`config.mk`:
```
export PLATFORM = sky130hd
export DESIGN_NAME = cqr_ram
export DESIGN_NICKNAME = d
export VERILOG_FILES = /design/src/rtl/core/cqr_ram.sv
export SDC_FILE = /design/constraint.sdc
export NUM_CORES = 1
export LEC_CHECK = 0
export ABC_AREA = 1
export BUFFER_PORTS_ARGS = -buffer_cell sky130_fd_sc_hd__buf_2
export CAP_MARGIN = 20
export CELL_PAD_IN_SITES_DETAIL_PLACEMENT = 1
export CELL_PAD_IN_SITES_GLOBAL_PLACEMENT = 2
export CORE_ASPECT_RATIO = 2
export CORE_MARGIN = 3
export CORE_UTILIZATION = 42
export DETAILED_ROUTE_END_ITERATION = 10
export GPL_ROUTABILITY_DRIVEN = 0
export GPL_TIMING_DRIVEN = 1
export PLACE_DENSITY = 0.87
export SYNTH_ARGS = -nofsm -noshare
export SYNTH_HDL_FRONTEND = slang
export SYNTH_SLANG_ARGS = --single-unit
```
`constraint.sdc`:
```
create_clock -name clock -period 3 [get_ports clock]
set_input_delay 0.15 -clock clock [delete_from_list [all_inputs] [get_ports clock]]
set_output_delay 0.15 -clock clock [all_outputs]
set_load 0.005 [all_outputs]
```
`src/rtl/core/cqr_ram.sv`:
```
// ----------------------------------------------------------------------------
// cqr_ram: simple dual-port word memory
// One write port and one read port with registered, enable-held read data.
// ----------------------------------------------------------------------------
`default_nettype none

module cqr_ram #(
   parameter int DEPTH = 16,
   parameter int WIDTH = 32,
   localparam int AW   = $clog2(DEPTH)
) (
   input  wire logic             clock,
   input  wire logic             wr_en,
   input  wire logic [AW-1:0]    wr_addr,
   input  wire logic [WIDTH-1:0] wr_data,
   input  wire logic             rd_en,
   input  wire logic [AW-1:0]    rd_addr,
   output logic      [WIDTH-1:0] rd_data
);

   logic [WIDTH-1:0] mem [DEPTH];

   always_ff @(posedge clock) begin
      if (wr_en) begin
         mem[wr_addr] <= wr_data;
      end
   end

   // hold the last word read while no read is issued
   always_ff @(posedge clock) begin
      if (rd_en) begin
         rd_data <= mem[rd_addr];
      end
   end

endmodule : cqr_ram

`default_nettype wire

```
---- Word level (Yosys, flattened, before mapping) ----
Memory sizes are Yosys's and may differ from the RTL's. A register that Yosys moved wholly into a read port is not among the register bits.
Cells that the tools add are included.
storage, ports and cells
  bits in registers ....................... 0
  bits in latches ......................... 0
  memory bits (writable) .................. 512
  ROM bits ................................ 0
  output and inout bits ................... 32
  logic and storage cells ................. 3
  memories kept ........................... 1
operators by class
  add/sub/neg operators ................... 0
  multiply operators ...................... 0
  divide/modulo/power cells ............... 0
  magnitude comparators ................... 0
  eq/ne operators ......................... 0
  shifts and indexed selects .............. 0
  muxes and demuxes ....................... 2
  bitwise gates (word level) .............. 0
  reduce and logical (&&, ||, !) cells .... 0
memory list
  memory  words  width  rd ports  clocked after Yosys merged registers in  write ports  line  source
  mem     16     32     1         1                                        1            21    logic [WIDTH-1:0] mem [DEPTH];
operators with widths
  cell              count
  2-to-1 mux 1 bit  2

---- Depth between registers and ports, before layout ----
  depth in word-level cells ............... 2
  depth in mapped cells ................... 10
  mapped depth without buffers ............ 7

---- Worst setup path before layout ----
No wires, ideal clock.
  kind .................................... input to register
  start ................................... in wr_addr[2]
  end ..................................... mem mem[10][0] (enable)
  library setup time ...................... 0.421 ns
  data arrival time ....................... 1.722 ns
  required time ........................... 2.579 ns
  path slack .............................. 0.857 ns
  stages .................................. 2
  buffers on the path ..................... 0
  path through ............................ nand3b_1 -> nor2_1
RTL lines
  element             line  source
  start: declaration  14    input wire logic [AW-1:0] wr_addr,
  end: declaration    21
No word-level cell before the write port.

==> run summary <==
GRT overflow - 0
Yosys top cell by area - edfxtp_1
Distinct cells, synth - 14
worst skew pair latency - 0.59 ns
R2R Path End - rd_data[23]$_DFFE_PP_
Final Hold Violating Endpoints - 0
Initial Util - 42.8%
proportion of synthesized area in mux cells - 0%
Sink Count - 544
hold depth - 1
core area - 53900 µm²
first-pass GRT wire length - 98100 µm
final setup fails - 0
asr flop ratio synth - 0%
Synth Register Bits - 544
synthesized area - 23100 µm²
Setup Buffers After CTS - 0
Post-Syn Instances - 2120
Leak Pwr - 11.0 nW
Synth Area in XOR/XNOR - 0%
Layout Cells excl Fill - 2925
min-delay src - rd_en
remaining antenna violation count - 0
CTS tree - built
CTS resizes - 0
Via density - 5.27
wire per inst - 22.3 µm
largest family of logic cells by synthesized area - simple AND/OR/NAND/NOR gates
simple-gate share of the synthesized area - 19.7%
Post-synth top flop - edfxtp_1
top post-synthesis cells by area - edfxtp_1, nand2_1, nand3_1, inv_1, buf_6
DRC Markers - 0
Syn Area/Cell - 10.9 µm²
Post-Place Cells - 2801
Reg2Reg Setup Slack - 1.79 ns
syn_nets - 2163
Int Pwr - 12.5 mW
Req. time, crit path - 3.33 ns
Die H - 337 µm
total power - 16.1 mW
Area Growth Syn to Fin - 13.2%
Root Buffer - clkbuf_16
Clock power frac - 40.0%
count leader, synth - nand2_1
largest net degree at the start of global routing - 239
Power Density - 616 nW/µm²
Die Wd - 172 µm
Final period util - 56.5%
vias in the first global route - 16700
Max Cap Viol - 0
RSZ-0062 raised after global routing - no
CTS Buf Count - 48
I/O pin cnt - 75
clk slew on worst S/H paths - 0.07 ns
status - finished, final reports clean
Adder-Cell Fraction of Synth Area - 0%
Comb power frac - 6.4%
Worst R2R Path Depth - 6
Layout Skew - 0.00965 ns
DP HPWL - 35100 µm
max-slew violation count - 0
fin crit period - 1.70 ns
top-area cell type share of the netlist area - 70.9%
maximum vdd drop - 0.000477 V
crit path launch type - input pin
Endpoint, Worst Hold - rd_data[30]$_DFFE_PP_
critical path class - input pin to flop
Vias - 15400
CTS H-Tree Depth - 2
Worst Path Arrival - 2.03 ns
Rows - 120
FF-to-FF Start - mem[7][23]$_DFFE_PP_
switching power - 3.60 mW
Synth Area in Compound Gates - 0%
CP Max Fanout - 238
slew margin rel. - 12.0%
sw frac - 22.4%
Layout Utilization - 48.4%
I/O Buffers - 74
Reg power frac - 53.6%
final-stage net count - 2255
commonest cells in the netlist - nand2_1, edfxtp_1, inv_1
layout cells sized above 1 - 9.15%
critical path capture point type - flop
clk buf depth - 3
Synth warnings - 0
DRT iter0 DRCs - 1146
sequential fraction of the synthesis area - 70.9%
Worst Max-Slew Pin Slew - 1.32 ns
initial antenna violation count - 2
Worst Hold Class - input pin to flop
total track usage - 22.7%
1st-pass router iterations - 6
Hold WS - 0.116 ns
Max Freq - 0.590 GHz
die area - 57900 µm²
Post-Route WL - 65200 µm
Post-synth EDFFs - 544
Setup TNS Final - 0 ns
CTS Hold Buffers Added - 32
## cells in the final DEF (no fill, tap or decap), types with 10 or more instances in the layout
| cell | instances |
|---|---|
| buf_12 | 14 |
| clkinv_2 | 10 |
| nand3_1 | 385 |
| nand2_1 | 677 |
| edfxtp_1 | 544 |
| clkbuf_1 | 10 |
| buf_2 | 72 |
| dlygate4sd3_1 | 32 |
| buf_4 | 28 |
| clkbuf_16 | 49 |
| inv_1 | 386 |
| nor2_4 | 16 |
## power by group through the flow
stage / Sequential [mW] / Combinational, mW / Clock (mW)
after global placement: 8.77 / 0.966 / 0
after detailed placement: 8.78 / 1.00 / 0
after global routing: 8.62 / 1.15 / 6.79
after floorplan: 8.77 / 0.580 / 0
after CTS: 8.62 / 1.05 / 6.53
final: 8.61 / 1.04 / 6.42
## flip-flops by register name (all words and copies together) (netlist names)
signal	flops
mem	512
rd_data	32
## critical path: stages
cell      delay [ns]
clkbuf_8        0.20
buf_12          0.70
nand2_1         0.14
nand3_1         0.15
nand3_1         0.12
nand3_1         0.12
nand2_1         0.08
## area by class of cell
class                      count  area (µm²)
tap                          671         840
clock inverter                31         334
antenna                        2        5.00
timing repair buffer         147        1180
multi-input combinational   1081        4670
sequential                   544       16300
fill                        5745       27800
clock buffer                  59        1260
inverter                     390        1470
## routing by layer
metal  vias up  global-route usage, %  share of wire, %
met5         -                      0                 0
met4         0                   9.79               4.3
met3       144                   2.55               4.0
met2       379                   41.8                53
met1      7849                   26.3                39
li1       7053                      -                 -
## worst max-delay path by stage
| stage | from | slack (ns) | cells after the start | endpoint |
|---|---|---|---|---|
| after floorplan | wr_addr[2] | 0.86 | 2 | mem[10][0]$_DFFE_PP_ |
| after global placement | rd_addr[2] | 0.88 | 6 | rd_data[16]$_DFFE_PP_ |
| after detailed placement | rd_addr[0] | 0.83 | 7 | rd_data[3]$_DFFE_PP_ |
| after CTS | rd_addr[0] | 1.43 | 7 | rd_data[23]$_DFFE_PP_ |
| after global routing | rd_addr[0] | 1.21 | 7 | rd_data[27]$_DFFE_PP_ |
| final | rd_addr[0] | 1.30 | 7 | rd_data[8]$_DFFE_PP_ |
## stage by stage
| step | instance area [µm²] | setup WS, ns |
|---|---|---|
| 6_report | 26100 | 1.30 |
| 5_1_grt | 26100 | 1.21 |
| 4_1_cts | 26100 | 1.43 |
| 3_5_place_dp | 24200 | 0.829 |
| 3_3_place_gp | 24200 | 0.880 |
| 2_1_floorplan | 23100 | 0.857 |
## cell families (layout without fill, tap and decap cells)
family / count (synthesis) / in the layout
other: 0 / 2
flip-flops: 544 / 544
AND/OR/NAND/NOR: 1081 / 1081
buffers and inverters: 495 / 627
(Power assumes the default switching activity.)
